===== config.mk =====
export PLATFORM = sky130hd
export DESIGN_NAME = sidelink_subframe_pool_marker_flat
export DESIGN_NICKNAME = d
export VERILOG_FILES = /design/src/sv/slpm_pkg.sv /design/src/sv/slpm_if.sv /design/src/sv/sidelink_subframe_pool_marker.sv /design/src/sv/slpm_div.sv /design/src/sv/slpm_totals.sv /design/src/sv/slpm_walk.sv /design/src/flat_wrapper.sv
export SDC_FILE = /design/constraint.sdc
export NUM_CORES = 1
export LEC_CHECK = 0
export BUFFER_PORTS_ARGS = -buffer_cell sky130_fd_sc_hd__buf_4
export CAP_MARGIN = 40
export CORE_UTILIZATION = 52
export DETAILED_ROUTE_END_ITERATION = 6
export GPL_ROUTABILITY_DRIVEN = 0
export PLACE_DENSITY = 0.8
export SKIP_LAST_GASP = 1
export SYNTH_ARGS = -nofsm -noshare
export SYNTH_HDL_FRONTEND = slang
export SYNTH_SLANG_ARGS = --single-unit

===== constraint.sdc =====
create_clock -name clock -period 8.15 [get_ports clock]
set_input_delay 1.2225 -clock clock [delete_from_list [all_inputs] [get_ports clock]]
set_output_delay 1.2225 -clock clock [all_outputs]
set_load 0.01 [all_outputs]

===== src/sv/slpm_pkg.sv =====
// Shared types and constants of the sidelink subframe pool marker.
package slpm_pkg;

   localparam int SF_W      = 14;
   localparam int BM_W      = 20;
   localparam int CSR_W     = 20;
   localparam int REG_IDX_W = 2;

   typedef logic [SF_W-1:0]      sf_type;
   typedef logic [BM_W-1:0]      bm_type;
   typedef logic [CSR_W-1:0]     csr_type;
   typedef logic [REG_IDX_W-1:0] reg_idx_type;

   localparam reg_idx_type REG_SYNC_PERIODIC   = 2'd0;
   localparam reg_idx_type REG_SYNC_OFFSET     = 2'd1;
   localparam reg_idx_type REG_SYNC_PERIOD     = 2'd2;
   localparam reg_idx_type REG_SUBFRAME_BITMAP = 2'd3;

   localparam logic   RST_SYNC_PERIODIC   = 1'b1;
   localparam sf_type RST_SYNC_OFFSET     = 14'd0;
   localparam sf_type RST_SYNC_PERIOD     = 14'd160;
   localparam bm_type RST_SUBFRAME_BITMAP = 20'd4;

   typedef struct packed {
      logic busy;
      logic load;
   } tot_ctl_type;

endpackage


===== src/sv/slpm_if.sv =====
// Valid/ready channels of the pool marker: tick requests and result words.
interface slpm_req_if;
   logic valid;
   logic ready;
   logic restart;

   modport source (output valid, output restart, input ready);
   modport sink (input valid, input restart, output ready);
endinterface

interface slpm_rsp_if;
   logic                 valid;
   logic                 ready;
   slpm_pkg::sf_type     subframe_number;
   logic                 is_sync;
   logic                 is_reserved;
   logic                 in_pool;
   slpm_pkg::sf_type     pool_index;
   logic                 period_end;

   modport source (output valid, output subframe_number, output is_sync,
                   output is_reserved, output in_pool, output pool_index,
                   output period_end, input ready);
   modport sink (input valid, input subframe_number, input is_sync,
                 input is_reserved, input in_pool, input pool_index,
                 input period_end, output ready);
endinterface


===== src/sv/sidelink_subframe_pool_marker.sv =====
// Top level of the sidelink subframe pool marker.
// Each request word on req_bus is one subframe tick; restart set in the word
// starts the walk at subframe zero before that tick. Each accepted tick yields
// exactly one result word on rsp_bus: subframe number, sync / reserved / pool
// flags, pool index and an end-of-period flag.
// The result word sits in the output register on the cycle after acceptance.
// Throughput is one tick per cycle while the totals are idle; the output
// register is refilled in the same cycle it is drained, so with the totals
// idle req_bus.ready stays high while rsp_bus.ready is high. When the receiver
// stalls, the output word holds and req_bus.ready drops until it is taken.
// The csr_ port writes the four registers. After reset and after every csr
// write, the non-sync and reserved counts are rederived: a one-bit-per-cycle
// divider gives the sync count, a reciprocal multiply the reserved count.
// While this runs, req_bus.ready is low. Reset clears the walk to subframe
// zero and loads the register defaults.
module sidelink_subframe_pool_marker #(
   parameter int FRAME_SUBFRAMES = 10240,
   parameter int BITMAP_LEN      = 20
) (
   input  logic                  clock,
   input  logic                  reset,
   input  logic                  csr_we,
   input  slpm_pkg::reg_idx_type csr_index,
   input  slpm_pkg::csr_type     csr_wdata,
   slpm_req_if.sink              req_bus,
   slpm_rsp_if.source            rsp_bus
);

   localparam int CNT_W = $clog2(FRAME_SUBFRAMES + 1);
   localparam int N_W   = $clog2(BITMAP_LEN);

   logic                  sync_periodic_ff;
   slpm_pkg::sf_type      sync_offset_ff;
   slpm_pkg::sf_type      sync_period_ff;
   slpm_pkg::bm_type      subframe_bitmap_ff;
   logic                  derive_ff;
   logic [CNT_W-1:0]      nonsync_total;
   logic [N_W-1:0]        reserved_total;
   slpm_pkg::tot_ctl_type tot_ctl;

   always_ff @(posedge clock) begin
      if (reset) begin
         sync_periodic_ff   <= slpm_pkg::RST_SYNC_PERIODIC;
         sync_offset_ff     <= slpm_pkg::RST_SYNC_OFFSET;
         sync_period_ff     <= slpm_pkg::RST_SYNC_PERIOD;
         subframe_bitmap_ff <= slpm_pkg::RST_SUBFRAME_BITMAP;
         derive_ff          <= 1'b1;
      end else begin
         derive_ff <= csr_we;
         if (csr_we) begin
            case (csr_index)
               slpm_pkg::REG_SYNC_PERIODIC: begin
                  sync_periodic_ff <= csr_wdata[0];
               end
               slpm_pkg::REG_SYNC_OFFSET: begin
                  sync_offset_ff <= csr_wdata[slpm_pkg::SF_W-1:0];
               end
               slpm_pkg::REG_SYNC_PERIOD: begin
                  sync_period_ff <= csr_wdata[slpm_pkg::SF_W-1:0];
               end
               slpm_pkg::REG_SUBFRAME_BITMAP: begin
                  subframe_bitmap_ff <= csr_wdata[slpm_pkg::BM_W-1:0];
               end
               default: begin
               end
            endcase
         end
      end
   end

   slpm_totals #(
      .FRAME_SUBFRAMES (FRAME_SUBFRAMES),
      .BITMAP_LEN      (BITMAP_LEN)
   ) u_totals (
      .clock          (clock),
      .reset          (reset),
      .start          (derive_ff),
      .sync_periodic  (sync_periodic_ff),
      .sync_offset    (sync_offset_ff),
      .sync_period    (sync_period_ff),
      .nonsync_total  (nonsync_total),
      .reserved_total (reserved_total),
      .ctl            (tot_ctl)
   );

   slpm_walk #(
      .FRAME_SUBFRAMES (FRAME_SUBFRAMES),
      .BITMAP_LEN      (BITMAP_LEN)
   ) u_walk (
      .clock           (clock),
      .reset           (reset),
      .sync_periodic   (sync_periodic_ff),
      .sync_offset     (sync_offset_ff),
      .sync_period     (sync_period_ff),
      .subframe_bitmap (subframe_bitmap_ff),
      .nonsync_total   (nonsync_total),
      .reserved_total  (reserved_total),
      .ctl             (tot_ctl),
      .req_bus         (req_bus),
      .rsp_bus         (rsp_bus)
   );

   a_busy_blocks: assert property (@(posedge clock) disable iff (reset)
      tot_ctl.busy |-> !req_bus.ready)
      else $error("tick accepted while totals are being derived");

   a_csr_blocks: assert property (@(posedge clock) disable iff (reset)
      csr_we |=> !req_bus.ready)
      else $error("ready high right after a register write");

   a_flags_excl: assert property (@(posedge clock) disable iff (reset)
      rsp_bus.valid |-> $onehot0({rsp_bus.is_sync, rsp_bus.is_reserved, rsp_bus.in_pool}))
      else $error("sync, reserved and pool flags overlap");

   a_pend_last: assert property (@(posedge clock) disable iff (reset)
      (rsp_bus.valid && rsp_bus.period_end) |->
         (rsp_bus.subframe_number == slpm_pkg::sf_type'(FRAME_SUBFRAMES - 1)))
      else $error("period end flagged on a subframe other than the last");

endmodule


===== src/sv/slpm_div.sv =====
// Restoring divider, one quotient bit per cycle.
module slpm_div #(
   parameter int W = 14
) (
   input  logic         clock,
   input  logic         reset,
   input  logic         start,
   input  logic [W-1:0] dividend,
   input  logic [W-1:0] divisor,
   output logic         done,
   output logic [W-1:0] quotient
);

   localparam int CW = $clog2(W + 1);

   typedef logic [W-1:0]  w_type;
   typedef logic [W:0]    trial_type;
   typedef logic [CW-1:0] c_type;

   w_type     quo_ff, quo_in;
   w_type     rem_ff, rem_in;
   w_type     dsr_ff, dsr_in;
   c_type     cnt_ff, cnt_in;
   logic      done_ff, done_in;
   trial_type trial;
   trial_type diff;

   always_comb begin
      trial   = {rem_ff, quo_ff[W-1]};
      diff    = trial - {1'b0, dsr_ff};
      quo_in  = quo_ff;
      rem_in  = rem_ff;
      dsr_in  = dsr_ff;
      cnt_in  = cnt_ff;
      done_in = 1'b0;
      if (start) begin
         quo_in = dividend;
         rem_in = '0;
         dsr_in = divisor;
         cnt_in = c_type'(W);
      end else if (cnt_ff != '0) begin
         if (!diff[W]) begin
            rem_in = diff[W-1:0];
            quo_in = {quo_ff[W-2:0], 1'b1};
         end else begin
            rem_in = trial[W-1:0];
            quo_in = {quo_ff[W-2:0], 1'b0};
         end
         cnt_in  = cnt_ff - c_type'(1);
         done_in = (cnt_ff == c_type'(1));
      end
   end

   always_ff @(posedge clock) begin
      quo_ff <= quo_in;
      rem_ff <= rem_in;
      dsr_ff <= dsr_in;
      if (reset) begin
         cnt_ff  <= '0;
         done_ff <= 1'b0;
      end else begin
         cnt_ff  <= cnt_in;
         done_ff <= done_in;
      end
   end

   assign done     = done_ff;
   assign quotient = quo_ff;

endmodule


===== src/sv/slpm_totals.sv =====
// Derives the non-sync subframe count and the reserved count from the registers.
module slpm_totals #(
   parameter int FRAME_SUBFRAMES = 10240,
   parameter int BITMAP_LEN      = 20
) (
   input  logic                                   clock,
   input  logic                                   reset,
   input  logic                                   start,
   input  logic                                   sync_periodic,
   input  slpm_pkg::sf_type                       sync_offset,
   input  slpm_pkg::sf_type                       sync_period,
   output logic [$clog2(FRAME_SUBFRAMES+1)-1:0]   nonsync_total,
   output logic [$clog2(BITMAP_LEN)-1:0]          reserved_total,
   output slpm_pkg::tot_ctl_type                  ctl
);

   localparam int CNT_W  = $clog2(FRAME_SUBFRAMES + 1);
   localparam int DW     = (CNT_W > slpm_pkg::SF_W) ? CNT_W : slpm_pkg::SF_W;
   localparam int N_W    = $clog2(BITMAP_LEN);
   localparam int RCP_SH = CNT_W + N_W;
   localparam int RCP_W  = CNT_W + 1;
   localparam int PROD_W = CNT_W + RCP_W;

   typedef logic [CNT_W-1:0]  cnt_type;
   typedef logic [DW-1:0]     dw_type;
   typedef logic [N_W-1:0]    n_type;
   typedef logic [RCP_W-1:0]  rcp_type;
   typedef logic [PROD_W-1:0] prod_type;

   // ceil(2^RCP_SH / BITMAP_LEN): exact quotient for every count below 2^CNT_W
   localparam rcp_type RCP = rcp_type'((2 ** RCP_SH + BITMAP_LEN - 1) / BITMAP_LEN);

   localparam logic [2:0] S_IDLE     = 3'd0;
   localparam logic [2:0] S_CHECK    = 3'd1;
   localparam logic [2:0] S_DIV_SYNC = 3'd2;
   localparam logic [2:0] S_MOD_QUOT = 3'd3;
   localparam logic [2:0] S_MOD_REM  = 3'd4;
   localparam logic [2:0] S_LOAD     = 3'd5;

   logic [2:0] state_ff, state_in;
   cnt_type    l_ff, l_in;
   n_type      n_ff, n_in;
   cnt_type    q_ff, q_in;
   prod_type   prod;
   logic       div_start;
   dw_type     div_a, div_b;
   logic       div_done;
   dw_type     div_q;
   dw_type     frame_dw, off_dw, per_dw;

   slpm_div #(.W(DW)) u_div (
      .clock    (clock),
      .reset    (reset),
      .start    (div_start),
      .dividend (div_a),
      .divisor  (div_b),
      .done     (div_done),
      .quotient (div_q)
   );

   always_comb begin
      frame_dw  = dw_type'(FRAME_SUBFRAMES);
      off_dw    = dw_type'(sync_offset);
      per_dw    = dw_type'(sync_period);
      prod      = prod_type'(l_ff) * prod_type'(RCP);
      state_in  = state_ff;
      l_in      = l_ff;
      n_in      = n_ff;
      q_in      = q_ff;
      div_start = 1'b0;
      div_a     = '0;
      div_b     = '0;
      case (state_ff)
         S_IDLE: begin
            state_in = S_IDLE;
         end
         S_CHECK: begin
            if (off_dw >= frame_dw) begin
               l_in     = cnt_type'(FRAME_SUBFRAMES);
               state_in = S_MOD_QUOT;
            end else if (sync_periodic && per_dw != '0) begin
               div_start = 1'b1;
               div_a     = frame_dw - dw_type'(1) - off_dw;
               div_b     = per_dw;
               state_in  = S_DIV_SYNC;
            end else begin
               l_in     = cnt_type'(FRAME_SUBFRAMES - 1);
               state_in = S_MOD_QUOT;
            end
         end
         S_DIV_SYNC: begin
            if (div_done) begin
               l_in     = cnt_type'(frame_dw - dw_type'(1) - div_q);
               state_in = S_MOD_QUOT;
            end
         end
         S_MOD_QUOT: begin
            q_in     = cnt_type'(prod >> RCP_SH);
            state_in = S_MOD_REM;
         end
         S_MOD_REM: begin
            n_in     = n_type'(l_ff - q_ff * cnt_type'(BITMAP_LEN));
            state_in = S_LOAD;
         end
         S_LOAD: begin
            state_in = S_IDLE;
         end
         default: begin
            state_in = S_IDLE;
         end
      endcase
      if (start) begin
         state_in = S_CHECK;
      end
   end

   always_ff @(posedge clock) begin
      l_ff <= l_in;
      n_ff <= n_in;
      q_ff <= q_in;
      if (reset) begin
         state_ff <= S_IDLE;
      end else begin
         state_ff <= state_in;
      end
   end

   assign nonsync_total  = l_ff;
   assign reserved_total = n_ff;
   assign ctl.busy       = start || (state_ff != S_IDLE);
   assign ctl.load       = (state_ff == S_LOAD);

endmodule


===== src/sv/slpm_walk.sv =====
// Per-tick subframe walk: sync, reserved and pool marking into the result register.
module slpm_walk #(
   parameter int FRAME_SUBFRAMES = 10240,
   parameter int BITMAP_LEN      = 20
) (
   input  logic                                   clock,
   input  logic                                   reset,
   input  logic                                   sync_periodic,
   input  slpm_pkg::sf_type                       sync_offset,
   input  slpm_pkg::sf_type                       sync_period,
   input  slpm_pkg::bm_type                       subframe_bitmap,
   input  logic [$clog2(FRAME_SUBFRAMES+1)-1:0]   nonsync_total,
   input  logic [$clog2(BITMAP_LEN)-1:0]          reserved_total,
   input  slpm_pkg::tot_ctl_type                  ctl,
   slpm_req_if.sink                               req_bus,
   slpm_rsp_if.source                             rsp_bus
);

   localparam int CNT_W = $clog2(FRAME_SUBFRAMES + 1);
   localparam int DW    = (CNT_W > slpm_pkg::SF_W) ? CNT_W : slpm_pkg::SF_W;
   localparam int N_W   = $clog2(BITMAP_LEN);
   localparam int POS_W = $clog2(BITMAP_LEN);
   localparam int ACC_W = $clog2((FRAME_SUBFRAMES + 1) * BITMAP_LEN + 1);

   typedef logic [CNT_W-1:0] cnt_type;
   typedef logic [DW-1:0]    dw_type;
   typedef logic [DW:0]      wide_type;
   typedef logic [N_W-1:0]   n_type;
   typedef logic [POS_W-1:0] pos_type;
   typedef logic [ACC_W-1:0] acc_type;

   cnt_type sf_ff, sf_in;
   cnt_type nsp_ff, nsp_in;
   cnt_type idx_ff, idx_in;
   n_type   done_ff, done_in;
   acc_type accr_ff, accr_in;
   acc_type acci_ff, acci_in;
   pos_type pos_ff, pos_in;
   cnt_type pool_ff, pool_in;

   logic             rsp_valid_ff, rsp_valid_in;
   slpm_pkg::sf_type rsp_sf_ff, rsp_sf_in;
   logic             rsp_sync_ff, rsp_sync_in;
   logic             rsp_resv_ff, rsp_resv_in;
   logic             rsp_pool_ff, rsp_pool_in;
   slpm_pkg::sf_type rsp_pidx_ff, rsp_pidx_in;
   logic             rsp_pend_ff, rsp_pend_in;

   logic             accept;
   cnt_type          off_sat;
   cnt_type          b_sf, b_nsp, b_idx, b_pool;
   n_type            b_done;
   acc_type          b_accr, b_acci;
   pos_type          b_pos;
   logic             sync, resv, pool_hit, pend;
   wide_type         nsp_sum;
   slpm_pkg::bm_type bm_shift;

   assign req_bus.ready = !ctl.busy && (!rsp_valid_ff || rsp_bus.ready);
   assign accept        = req_bus.valid && req_bus.ready;

   always_comb begin
      off_sat = (dw_type'(sync_offset) >= dw_type'(FRAME_SUBFRAMES))
              ? cnt_type'(FRAME_SUBFRAMES) : cnt_type'(sync_offset);

      // restart puts the walk back at subframe zero before this tick
      b_sf   = req_bus.restart ? '0 : sf_ff;
      b_nsp  = req_bus.restart ? off_sat : nsp_ff;
      b_idx  = req_bus.restart ? '0 : idx_ff;
      b_done = req_bus.restart ? '0 : done_ff;
      b_accr = req_bus.restart ? '0 : accr_ff;
      b_acci = req_bus.restart ? '0 : acci_ff;
      b_pos  = req_bus.restart ? '0 : pos_ff;
      b_pool = req_bus.restart ? '0 : pool_ff;

      nsp_sum = wide_type'(b_nsp) + wide_type'(sync_period);
      if (sync_periodic) begin
         sync = (b_sf == b_nsp) && (b_nsp < cnt_type'(FRAME_SUBFRAMES));
      end else begin
         sync = (dw_type'(b_sf) == dw_type'(sync_offset));
      end

      resv = !sync && (b_done < reserved_total) && (b_accr >= b_acci)
             && (b_accr < b_acci + acc_type'(reserved_total));

      bm_shift = subframe_bitmap >> b_pos;
      pool_hit = !sync && !resv && bm_shift[0];

      pend = (b_sf == cnt_type'(FRAME_SUBFRAMES - 1));

      sf_in   = b_sf + cnt_type'(1);
      nsp_in  = b_nsp;
      idx_in  = b_idx;
      done_in = b_done;
      accr_in = b_accr;
      acci_in = b_acci;
      pos_in  = b_pos;
      pool_in = b_pool;

      if (sync && sync_periodic) begin
         nsp_in = (nsp_sum > wide_type'(FRAME_SUBFRAMES))
                ? cnt_type'(FRAME_SUBFRAMES) : cnt_type'(nsp_sum);
      end
      if (!sync) begin
         if (resv) begin
            done_in = b_done + n_type'(1);
            accr_in = b_accr + acc_type'(nonsync_total);
         end else begin
            if (pool_hit) begin
               pool_in = b_pool + cnt_type'(1);
            end
            pos_in = (b_pos == pos_type'(BITMAP_LEN - 1)) ? '0 : b_pos + pos_type'(1);
         end
         idx_in  = b_idx + cnt_type'(1);
         acci_in = b_acci + acc_type'(reserved_total);
      end
      if (pend) begin
         sf_in   = '0;
         nsp_in  = off_sat;
         idx_in  = '0;
         done_in = '0;
         accr_in = '0;
         acci_in = '0;
         pos_in  = '0;
         pool_in = '0;
      end

      rsp_sf_in   = slpm_pkg::sf_type'(b_sf);
      rsp_sync_in = sync;
      rsp_resv_in = resv;
      rsp_pool_in = pool_hit;
      rsp_pidx_in = pool_hit ? slpm_pkg::sf_type'(b_pool) : '0;
      rsp_pend_in = pend;

      if (accept) begin
         rsp_valid_in = 1'b1;
      end else if (rsp_bus.ready) begin
         rsp_valid_in = 1'b0;
      end else begin
         rsp_valid_in = rsp_valid_ff;
      end
   end

   always_ff @(posedge clock) begin
      if (reset) begin
         sf_ff        <= '0;
         nsp_ff       <= cnt_type'(slpm_pkg::RST_SYNC_OFFSET);
         idx_ff       <= '0;
         done_ff      <= '0;
         accr_ff      <= '0;
         acci_ff      <= '0;
         pos_ff       <= '0;
         pool_ff      <= '0;
         rsp_valid_ff <= 1'b0;
      end else begin
         rsp_valid_ff <= rsp_valid_in;
         if (accept) begin
            sf_ff   <= sf_in;
            nsp_ff  <= nsp_in;
            idx_ff  <= idx_in;
            done_ff <= done_in;
            accr_ff <= accr_in;
            acci_ff <= acci_in;
            pos_ff  <= pos_in;
            pool_ff <= pool_in;
         end else if (ctl.load) begin
            // products against the freshly derived totals
            accr_ff <= acc_type'(done_ff) * acc_type'(nonsync_total);
            acci_ff <= acc_type'(idx_ff) * acc_type'(reserved_total);
         end
      end
   end

   always_ff @(posedge clock) begin
      if (accept) begin
         rsp_sf_ff   <= rsp_sf_in;
         rsp_sync_ff <= rsp_sync_in;
         rsp_resv_ff <= rsp_resv_in;
         rsp_pool_ff <= rsp_pool_in;
         rsp_pidx_ff <= rsp_pidx_in;
         rsp_pend_ff <= rsp_pend_in;
      end
   end

   assign rsp_bus.valid           = rsp_valid_ff;
   assign rsp_bus.subframe_number = rsp_sf_ff;
   assign rsp_bus.is_sync         = rsp_sync_ff;
   assign rsp_bus.is_reserved     = rsp_resv_ff;
   assign rsp_bus.in_pool         = rsp_pool_ff;
   assign rsp_bus.pool_index      = rsp_pidx_ff;
   assign rsp_bus.period_end      = rsp_pend_ff;

endmodule


===== src/flat_wrapper.sv =====
// flat-port wrapper written by rule: the top's interface ports become plain ports
module sidelink_subframe_pool_marker_flat 
#(
   parameter int FRAME_SUBFRAMES = 10240,
   parameter int BITMAP_LEN      = 20
)
  (clock, reset, csr_we, csr_index, csr_wdata, req_bus_valid, req_bus_restart, req_bus_ready, rsp_bus_valid, rsp_bus_subframe_number, rsp_bus_is_sync, rsp_bus_is_reserved, rsp_bus_in_pool, rsp_bus_pool_index, rsp_bus_period_end, rsp_bus_ready);
  slpm_req_if req_bus_i ();
  slpm_rsp_if rsp_bus_i ();
  input  logic clock;
  input  logic reset;
  input  logic csr_we;
  input  slpm_pkg::reg_idx_type csr_index;
  input  slpm_pkg::csr_type csr_wdata;
  input wire logic [$bits(req_bus_i.valid)-1:0] req_bus_valid;
  input wire logic [$bits(req_bus_i.restart)-1:0] req_bus_restart;
  output wire logic [$bits(req_bus_i.ready)-1:0] req_bus_ready;
  output wire logic [$bits(rsp_bus_i.valid)-1:0] rsp_bus_valid;
  output wire logic [$bits(rsp_bus_i.subframe_number)-1:0] rsp_bus_subframe_number;
  output wire logic [$bits(rsp_bus_i.is_sync)-1:0] rsp_bus_is_sync;
  output wire logic [$bits(rsp_bus_i.is_reserved)-1:0] rsp_bus_is_reserved;
  output wire logic [$bits(rsp_bus_i.in_pool)-1:0] rsp_bus_in_pool;
  output wire logic [$bits(rsp_bus_i.pool_index)-1:0] rsp_bus_pool_index;
  output wire logic [$bits(rsp_bus_i.period_end)-1:0] rsp_bus_period_end;
  input wire logic [$bits(rsp_bus_i.ready)-1:0] rsp_bus_ready;
  assign req_bus_i.valid = req_bus_valid;
  assign req_bus_i.restart = req_bus_restart;
  assign req_bus_ready = req_bus_i.ready;
  assign rsp_bus_valid = rsp_bus_i.valid;
  assign rsp_bus_subframe_number = rsp_bus_i.subframe_number;
  assign rsp_bus_is_sync = rsp_bus_i.is_sync;
  assign rsp_bus_is_reserved = rsp_bus_i.is_reserved;
  assign rsp_bus_in_pool = rsp_bus_i.in_pool;
  assign rsp_bus_pool_index = rsp_bus_i.pool_index;
  assign rsp_bus_period_end = rsp_bus_i.period_end;
  assign rsp_bus_i.ready = rsp_bus_ready;
  sidelink_subframe_pool_marker #(.FRAME_SUBFRAMES(FRAME_SUBFRAMES), .BITMAP_LEN(BITMAP_LEN)) u_core (.clock(clock), .reset(reset), .csr_we(csr_we), .csr_index(csr_index), .csr_wdata(csr_wdata), .req_bus(req_bus_i), .rsp_bus(rsp_bus_i));
endmodule

# Word-level counts from Yosys, hierarchy flattened
# Index checks and enable logic that the tools add are counted.
# W data, S select, Z words.
# op_classes
addsub	13
multipliers	4
magnitude_cmp	6
eq_ne	16
n_shift	1
muxes	59
n_bitwise	3
n_reduce_logical	33
# op_table
cell	n
$mux W14	24
$mux W18	11
$mux W5	9
$add A14 B1 Y14 const B	3
$mul A14 B15 Y29 const B	1
$eq A14 B14 Y1	2
$pmux W14 S2	1
$sub A14 B14 Y14 const A	2
$shr A20 B5 Y1	1
$add A18 B14 Y18	1
$add A18 B5 Y18	1
$ge A18 B18 Y1	1
$lt A18 B18 Y1	1
$mul A14 B5 Y18	1
$mul A5 B14 Y18	1
$add A14 B14 Y15	1
$gt A15 B14 Y1 const B	1
$sub A15 B14 Y15	1
$eq A14 B14 Y1 const B	1
$ge A14 B14 Y1 const B	1
$lt A14 B14 Y1 const B	1
$reduce_bool A14 Y1	1
$pmux W3 S4	1
$add A5 B1 Y5 const B	2
29 further kinds	65
# word_totals
ff_bits	264
output_inout_bits	34
word_cells	166

# Depth between registers and ports, before layout
# Gate-level depths: netlist of run 1.
# depth
depth_word	17
depth_mapped	29
ltp_nobuf	22

# Hierarchy
# Synthesis of run 1 repeated with hierarchy kept, for this count alone.
# unflattened
cells_unflattened	2682
hier_area_um2	23686.5
# by_module_without_submodules
mod	n_inst	cells_each	area_each_um2	seq_area_each_um2
slpm_walk	1	1819	14719.1	3022.9
slpm_totals	1	420	4222.8	720.7
slpm_div	1	250	2668.8	1221.2
sidelink_subframe_pool_marker	1	193	2075.7	1001.0

# Worst setup path before layout of run 1
# OpenSTA, ideal clock, no wires.
# synth_path
path_type	input -> register
start	input port req_bus_restart
end	register u_core.u_walk.pool_ff[6]
setup_time_ns	0.116
t_arrival_ns	6.551
t_required_ns	8.034
setup_slack_ns	1.483
stages	26
path_buffers	7
path_cell_list	buf_4 > buf_6 > buf_4 > buf_2 > buf_2 > buf_1 > nor2b_1 > ha_1 > maj3_1 > a21o_1 > o2111ai_1 > a2111oi_1 > nand3_1 > xor2_1 > or2_2 > ha_1 > a21o_1 > a21o_1 > a211oi_1 > o2111ai_1 > a2111o_1 > o211a_1 > and2_1 > buf_2 > a32o_1 > a31o_1
# synth_between
elab_chain_cells	15
# synth_rtl
element	line_no	source
start: declaration	flat_wrapper.sv:16	input wire logic [$bits(req_bus_i.restart)-1:0] req_bus_restart;
branches (longest 10 deep; another with $add A18 B5 Y18)	--	
$logic_and A1 B1 Y1 *	slpm_walk.sv:87	pool_hit = !sync && !resv && bm_shift[0];
net u_core.u_walk.pool_hit	slpm_walk.sv:55	logic sync, resv, pool_hit, pend;
$mux W14 *	slpm_walk.sv:109	if (pool_hit) begin
$mux W14 *	slpm_walk.sv:105	if (resv) begin
$mux W14 *	slpm_walk.sv:104	if (!sync) begin
$mux W14 *	slpm_walk.sv:117	if (pend) begin
end signal: assignment	slpm_walk.sv:165	pool_ff <= pool_in;
end: declaration	slpm_walk.sv:39	cnt_type pool_ff, pool_in;
# Mark *: on every way through the listed nets, which the timed path passes.
# A chain may end at the register's enable or synchronous reset.

# Worst setup path after layout of run 1
# layout_path
start	input port req_bus_restart
end	register u_core.u_walk.pool_ff[6]
# layout_between
elab_chain_cells	15
# layout_rtl
element	line_no
branches (longest 14 deep; another with $add A18 B5 Y18)	--
$mux W14 *	slpm_walk.sv:117
# Every way passes the cells marked *.

==> results of run 1 <==
[cell usage after synthesis (all sizes together) (11+ instances only)]
cell / number / share of area (%)
a211oi: 24 / 0.79
a21o: 23 / 0.76
a21oi: 198 / 4.4
a31oi: 32 / 0.88
a41oi: 12 / 0.46
and2: 81 / 2.2
and3: 45 / 1.2
buf: 41 / 0.95
clkbuf: 96 / 1.6
dfxtp: 175 / 15
edfxtp: 82 / 11
fa: 130 / 11
ha: 216 / 12
inv: 263 / 4.3
mux2i: 37 / 1.6
nand2: 335 / 5.5
nand2b: 19 / 0.52
nand3: 66 / 1.5
nand3b: 11 / 0.36
nand4: 31 / 0.85
nor2: 144 / 2.4
nor2b: 71 / 2.0
nor3: 53 / 1.2
nor4: 18 / 0.56
o211ai: 14 / 0.46
o21a: 16 / 0.53
o21ai: 154 / 3.4
o21bai: 14 / 0.48
o22ai: 17 / 0.47
or3: 18 / 0.50
xnor2: 78 / 3.0
xor2: 29 / 1.1
[through the flow]
stage | cells | area, sq um | utilization [%] | setup slack (ns) | hold slack, ns
2_1_floorplan | 2702 | 22730 | - | 1.483 | 0.4315
3_3_place_gp | 3231 | 23520 | 54.59 | 0.9536 | 0.4413
3_5_place_dp | 3234 | 23540 | 54.65 | 0.7803 | 0.4487
4_1_cts | 3284 | 24420 | 56.68 | 1.302 | 0.4582
5_1_grt | 3284 | 24420 | 56.68 | 0.8389 | 0.4855
6_report | 3285 | 24420 | 56.69 | 1.154 | 0.4610
[how the worst max path moves through the flow]
stage,cells after the start,from,to,slack (ns)
2_1_floorplan,26,req_bus_restart,u_core.u_walk.pool_ff[6],1.48
3_3_place_gp,22,req_bus_restart,u_core.u_walk.pool_ff[6],0.95
3_5_place_dp,22,req_bus_restart,u_core.u_walk.pool_ff[6],0.78
4_1_cts,22,req_bus_restart,u_core.u_walk.pool_ff[6],1.30
5_1_grt,22,req_bus_restart,u_core.u_walk.pool_ff[6],0.84
6_report,22,req_bus_restart,u_core.u_walk.pool_ff[6],1.15
[cell type report]
| type | instances | area, sq um |
|---|---|---|
| well taps | 585 | 732.0 |
| multi-input cells | 2044 | 15220 |
| diodes | 1 | 2.502 |
| repair buffers | 84 | 634.4 |
| flip-flops and latches | 257 | 5966 |
| inverters | 264 | 991.0 |
| fillers | 3694 | 18660 |
| clock buffers | 33 | 698.2 |
| clock inverters | 17 | 176.4 |
[worst max-delay path, stage by stage]
cell and delay [ns]:
buf_4 0.40, inv_1 0.39, nand2_1 0.19, inv_1 0.07, ha_1 0.40, and3_1 0.19
o21ai_0 0.14, a2111oi_1 0.56, buf_4 0.22, nand3_1 0.09, xor2_1 0.16, or2_2 0.28
ha_1 0.29, a21o_1 0.18, a21o_1 0.17, a211oi_1 0.25, o2111ai_1 0.17, a2111o_1 0.47
o211a_1 0.61, and2_1 0.48, a32o_1 0.30, a31o_1 0.18
[layer usage]
layer	track usage, %	routed length, microns	vias up
met1	34.68	24820	9726
met3	4.193	5077	249
met5	0	0	-
met4	13.44	3235	0
met2	47.30	29840	986
li1	-	-	9347
[power by group]
| part | internal (mW) | switching, mW |
|---|---|---|
| Clock | 0.709 | 0.545 |
| Combinational | 0.588 | 0.789 |
| Sequential | 1.42 | 0.0698 |
[kinds of logic after synthesis]
kind of cell / share of synthesized area, %
multiplexers: 2.223
buffers and inverters: 6.896
flip-flops: 26.24
XOR/XNOR: 4.122
adder cells (fa/ha/maj): 23.47
AND/OR/NAND/NOR: 20.14
AO/OA/AOI/OAI: 16.91
==> results.py, run 1 <==
metrics = {
    "outcome": {
        "status": "complete, but fails checks",
        "violations": "design-rule violations",
    },
    "route": {
        "drc": 23,
        "avgRoutedWirePerCell_microns": 19.17,
        "via_count": 20310,
        "drt_iter0_markers": 1799,
        "antenna_left": 0,
        "drt_first_pass_iters": 7,
        "drt-total-wl_microns": 62970,
        "via_per_inst": 6.182,
    },
    "critical_path": {
        "crit_arrival_ns": 7.45,
        "r2r-start": "u_core.u_totals.reserved_total[4]",
        "worst-r2r-cell-count": 18,
        "worst-r2r-setup-slack_ns": 1.93,
        "crit_fanout": 43,
        "r2r-end": "u_core.u_walk.pool_ff[6]",
        "endpoint_kind": "flop",
        "crit_required_ns": 8.60,
        "setup.worst_path.start_class": "input port",
        "critPathKind": "in -> reg",
    },
    "worst_hold_path": {
        "holdCritPathClass": "reg -> reg",
        "hold_depth": 2,
        "min_to": "u_core.subframe_bitmap_ff[13]",
        "hp-start": "u_core.subframe_bitmap_ff[13]",
    },
    "flow_run": {
        "cap_violations": 0,
    },
    "synthesis": {
        "yosysUniqueCellTypes": 85,
        "synth-edff-count": 82,
        "yosysSeqAreaShare_pct": 26.24,
        "synthCells": 2702,
        "async_reset_ff_share_pct": 0,
        "synth_ff_type": "dfxtp_1",
        "yosysWarnings": 0,
        "avgSynthCellArea_sq_um": 8.414,
        "syn_nets": 3076,
        "ys_ff_latch": 257,
        "syn-cell-area_sq_um": 22730,
    },
    "final_layout": {
        "top_register": "u_core.subframe_bitmap_ff",
        "layout_commonest_cell": "nand2_1",
        "reg_top3": "u_core.subframe_bitmap_ff x20, u_core.u_walk.acci_ff x18, u_core.u_walk.accr_ff x18",
        "synthToLayoutAreaGrowth_pct": 7.408,
        "largest_register_ffs": 20,
        "final_cell_mix": "nand2_1 (334), inv_1 (262), ha_1 (216)",
        "fin_nets": 3052,
        "drive_above_1_share_pct": 5.965,
    },
    "floorplan": {
        "die_area_sq_um": 44560,
        "ios": 62,
        "std_cell_rows": 76,
        "die_y_microns": 211.1,
        "core_area_sq_um": 43080,
        "die_x_microns": 211.1,
        "initial_utilization_pct": 52.78,
    },
    "cts": {
        "postCtsSetupRepairBufs": 0,
        "ctsRootBufferMaster": "clkbuf_16",
        "cts_tree": "built",
        "ctsHtreeMaxLevel": 1,
        "clock_latency_ns": 0.57,
        "clock_sinks": 257,
        "clk_pin_slew_ns": 0.06,
        "cts.hold.buffers_added": 0,
        "cts_buffers": 27,
        "clockBufferDepth": 3,
        "cts_resized": 0,
    },
    "grt": {
        "grt-ovfl-total": 0,
        "grt_pass1_wl_microns": 100400,
        "antenna_found_initial": 0,
        "track_usage_pct": 27.90,
        "grt_max_degree": 79,
        "first_global_vias": 19880,
    },
    "sta": {
        "tns_ns": 0,
        "period_share_pct": 85.85,
        "drv_slew": 0,
        "skew_ns": 0.009207,
        "rsz0062_at_grt": "false",
        "finalSetupViolations": 0,
        "min_period_ns": 6.996,
        "maxSlewHeadroom_pct": 35.97,
        "hold_viol_final": 0,
        "tightest_slew_ns": 0.9578,
        "fmax_mhz": 142.9,
    },
    "pwr": {
        "finalPower_mw": 4.117,
        "cellPowerDensity_nw_per_um2": 168.6,
        "p_leak_nw": 10.62,
        "irDropWorstVdd_v": 0.0001719,
    },
    "placed_design": {
        "dp_hpwl_microns": 46190,
        "numPortBuffers": 61,
    },
}
No activity file was read; power rests on OpenSTA's default activity.
==> run 2: changes to the inputs <==
- CORE_UTILIZATION: 52 -> 30
- PLACE_DENSITY: 0.8 -> 0.56
==> run 2 against run 1 <==
The flow now finishes without violations. Critical path depth rose by 1. Cell area rose by 3.3%. Combinational power barely moved. Power rose by 3.6%. First-iteration DRC count fell by 25%. Flip-flop and latch count did not move. Sequential share of layout area fell by 0.79 points. Largest cell class unchanged.
==> results.py, run 2 (same netlist as run 1, synthesis figures left out) <==
metrics = {
    "flow_run": {
        "cap_violations": 0,
    },
    "pwr": {
        "cellPowerDensity_nw_per_um2": 169.0,
        "irDropWorstVdd_v": 0.0001671,
        "finalPower_mw": 4.263,
        "p_leak_nw": 10.78,
    },
    "critical_path": {
        "max_stage_delay_ns": 0.52,
        "endpoint_kind": "flop",
        "crit_path_cell_trace": "buf_4, inv_1, nand2_1, inv_1, ha_1, and3_1, o21ai_0, a2111oi_1, buf_4, nand3_1, xor2_1, or2_2, ha_1, a21o_1, a21o_1, a211oi_1, o2111ai_1, a2111o_1, o211a_1, buf_16, and2_1, a32o_1, a31o_1",
        "worst-r2r-setup-slack_ns": 2.35,
        "cp_top_family": "compound AO/OA/AOI/OAI gates",
        "critPathKind": "in -> reg",
        "critical_path_buf_inv_count": 5,
        "setup.worst_path.start_class": "input port",
        "crit_required_ns": 8.65,
        "crit_arrival_ns": 6.73,
        "slowest_stage": "a2111o_1",
        "crit_fanout": 32,
    },
    "sta": {
        "setup_ws_ns": 1.913,
        "fmax_mhz": 160.3,
        "fin_hold_ws_ns": 0.4517,
        "drv_slew": 0,
        "min_period_ns": 6.237,
        "rsz0062_at_grt": "false",
        "maxSlewHeadroom_pct": 40.74,
        "hold_viol_final": 0,
        "tightest_slew_ns": 0.8879,
        "skew_ns": 0.01880,
        "finalSetupViolations": 0,
        "tns_ns": 0,
        "period_share_pct": 76.53,
    },
    "final_layout": {
        "synthToLayoutAreaGrowth_pct": 10.99,
        "final_cell_mix": "nand2_1 (334), inv_1 (262), ha_1 (216)",
        "finalCoreUtilization_pct": 33.78,
        "finalNonFillerCells": 3687,
        "reg_top3": "u_core.subframe_bitmap_ff x20, u_core.u_walk.acci_ff x18, u_core.u_walk.accr_ff x18",
        "largest_register_ffs": 20,
        "final_area_sq_um": 25230,
        "top_register": "u_core.subframe_bitmap_ff",
        "drive_above_1_share_pct": 6.551,
        "fin_nets": 3067,
        "layout_commonest_cell": "nand2_1",
    },
    "outcome": {
        "status": "completed",
    },
    "cts": {
        "postCtsSetupRepairBufs": 0,
        "ctsRootBufferMaster": "clkbuf_16",
        "ctsHtreeMaxLevel": 1,
        "clock_sinks": 257,
        "cts_tree": "built",
        "clockBufferDepth": 3,
        "clk_pin_slew_ns": 0.06,
        "cts_buffers": 31,
        "cts_resized": 0,
        "cts.hold.buffers_added": 0,
        "clock_latency_ns": 0.61,
    },
    "floorplan": {
        "std_cell_rows": 100,
        "initial_utilization_pct": 30.44,
        "die_area_sq_um": 76890,
        "ios": 62,
        "die_x_microns": 277.3,
        "core_area_sq_um": 74700,
        "die_y_microns": 277.3,
    },
    "grt": {
        "track_usage_pct": 16.96,
        "grt_pass1_wl_microns": 104500,
        "antenna_found_initial": 1,
        "grt-ovfl-total": 0,
        "first_global_vias": 18280,
        "grt_max_degree": 63,
    },
    "route": {
        "drt-total-wl_microns": 65680,
        "antenna_left": 0,
        "via_count": 19060,
        "via_per_inst": 5.170,
        "avgRoutedWirePerCell_microns": 17.81,
        "drc": 0,
        "drt_iter0_markers": 1345,
        "drt_first_pass_iters": 6,
    },
    "placed_design": {
        "numPortBuffers": 61,
        "dp_slack_ns": 1.407,
        "dpl.cell_count": 3629,
        "placed_cell_area_sq_um": 24200,
        "dp_hpwl_microns": 48250,
    },
    "worst_hold_path": {
        "holdCritPathClass": "reg -> reg",
    },
}
run 2: worst paths after layout:
| check | start | end | cells past startpoint |
|---|---|---|---|
| hold / removal | u_core.subframe_bitmap_ff[11] | u_core.subframe_bitmap_ff[11] | 2 |
| setup reg to reg | u_core.u_totals.reserved_total[4] | u_core.u_walk.pool_ff[6] | 19 |
| hold reg to reg | u_core.subframe_bitmap_ff[11] | u_core.subframe_bitmap_ff[11] | 2 |
| setup / recovery | req_bus_restart | u_core.u_walk.pool_ff[6] | 23 |
run 2: power breakdown:
| part | total [mW] | internal (mW) | switching (mW) | leakage [nW] |
|---|---|---|---|---|
| registers | 1.48 | 1.42 | 0.0659 | 2.22 |
| logic | 1.35 | 0.591 | 0.761 | 8.05 |
| clock network | 1.43 | 0.837 | 0.593 | 0.502 |
run 2: layout make-up:
class                           instances  area, sq um
Timing Repair Buffer                   95        808.3
Antenna cell                            1        2.502
Sequential cell                       257         5966
Inverter                              264        991.0
Clock inverter                         11        117.6
Clock buffer                           46        914.6
Fill cell                            7837        49460
Multi-Input combinational cell       2044        15220
Tap cell                              969         1212
run 2: routing by layer:
| layer | track usage, % | up-vias | wire length, microns |
|---|---|---|---|
| li1 | - | 9397 | - |
| met1 | 23.81 | 9119 | 31040 |
| met5 | 0 | - | 0 |
| met3 | 2.291 | 104 | 3507 |
| met2 | 26.93 | 440 | 29310 |
| met4 | 5.057 | 0 | 1829 |
run 2: worst register-to-register path, delay by kind of cell, from the launching register on:
kind / cells / cell delay, ns
simple gates: 4 / 0.86
fa+ha+maj: 2 / 0.89
flops: 1 / 0.74
buf+inv: 2 / 0.40
xor+xnor: 1 / 0.16
compound gates: 10 / 2.63
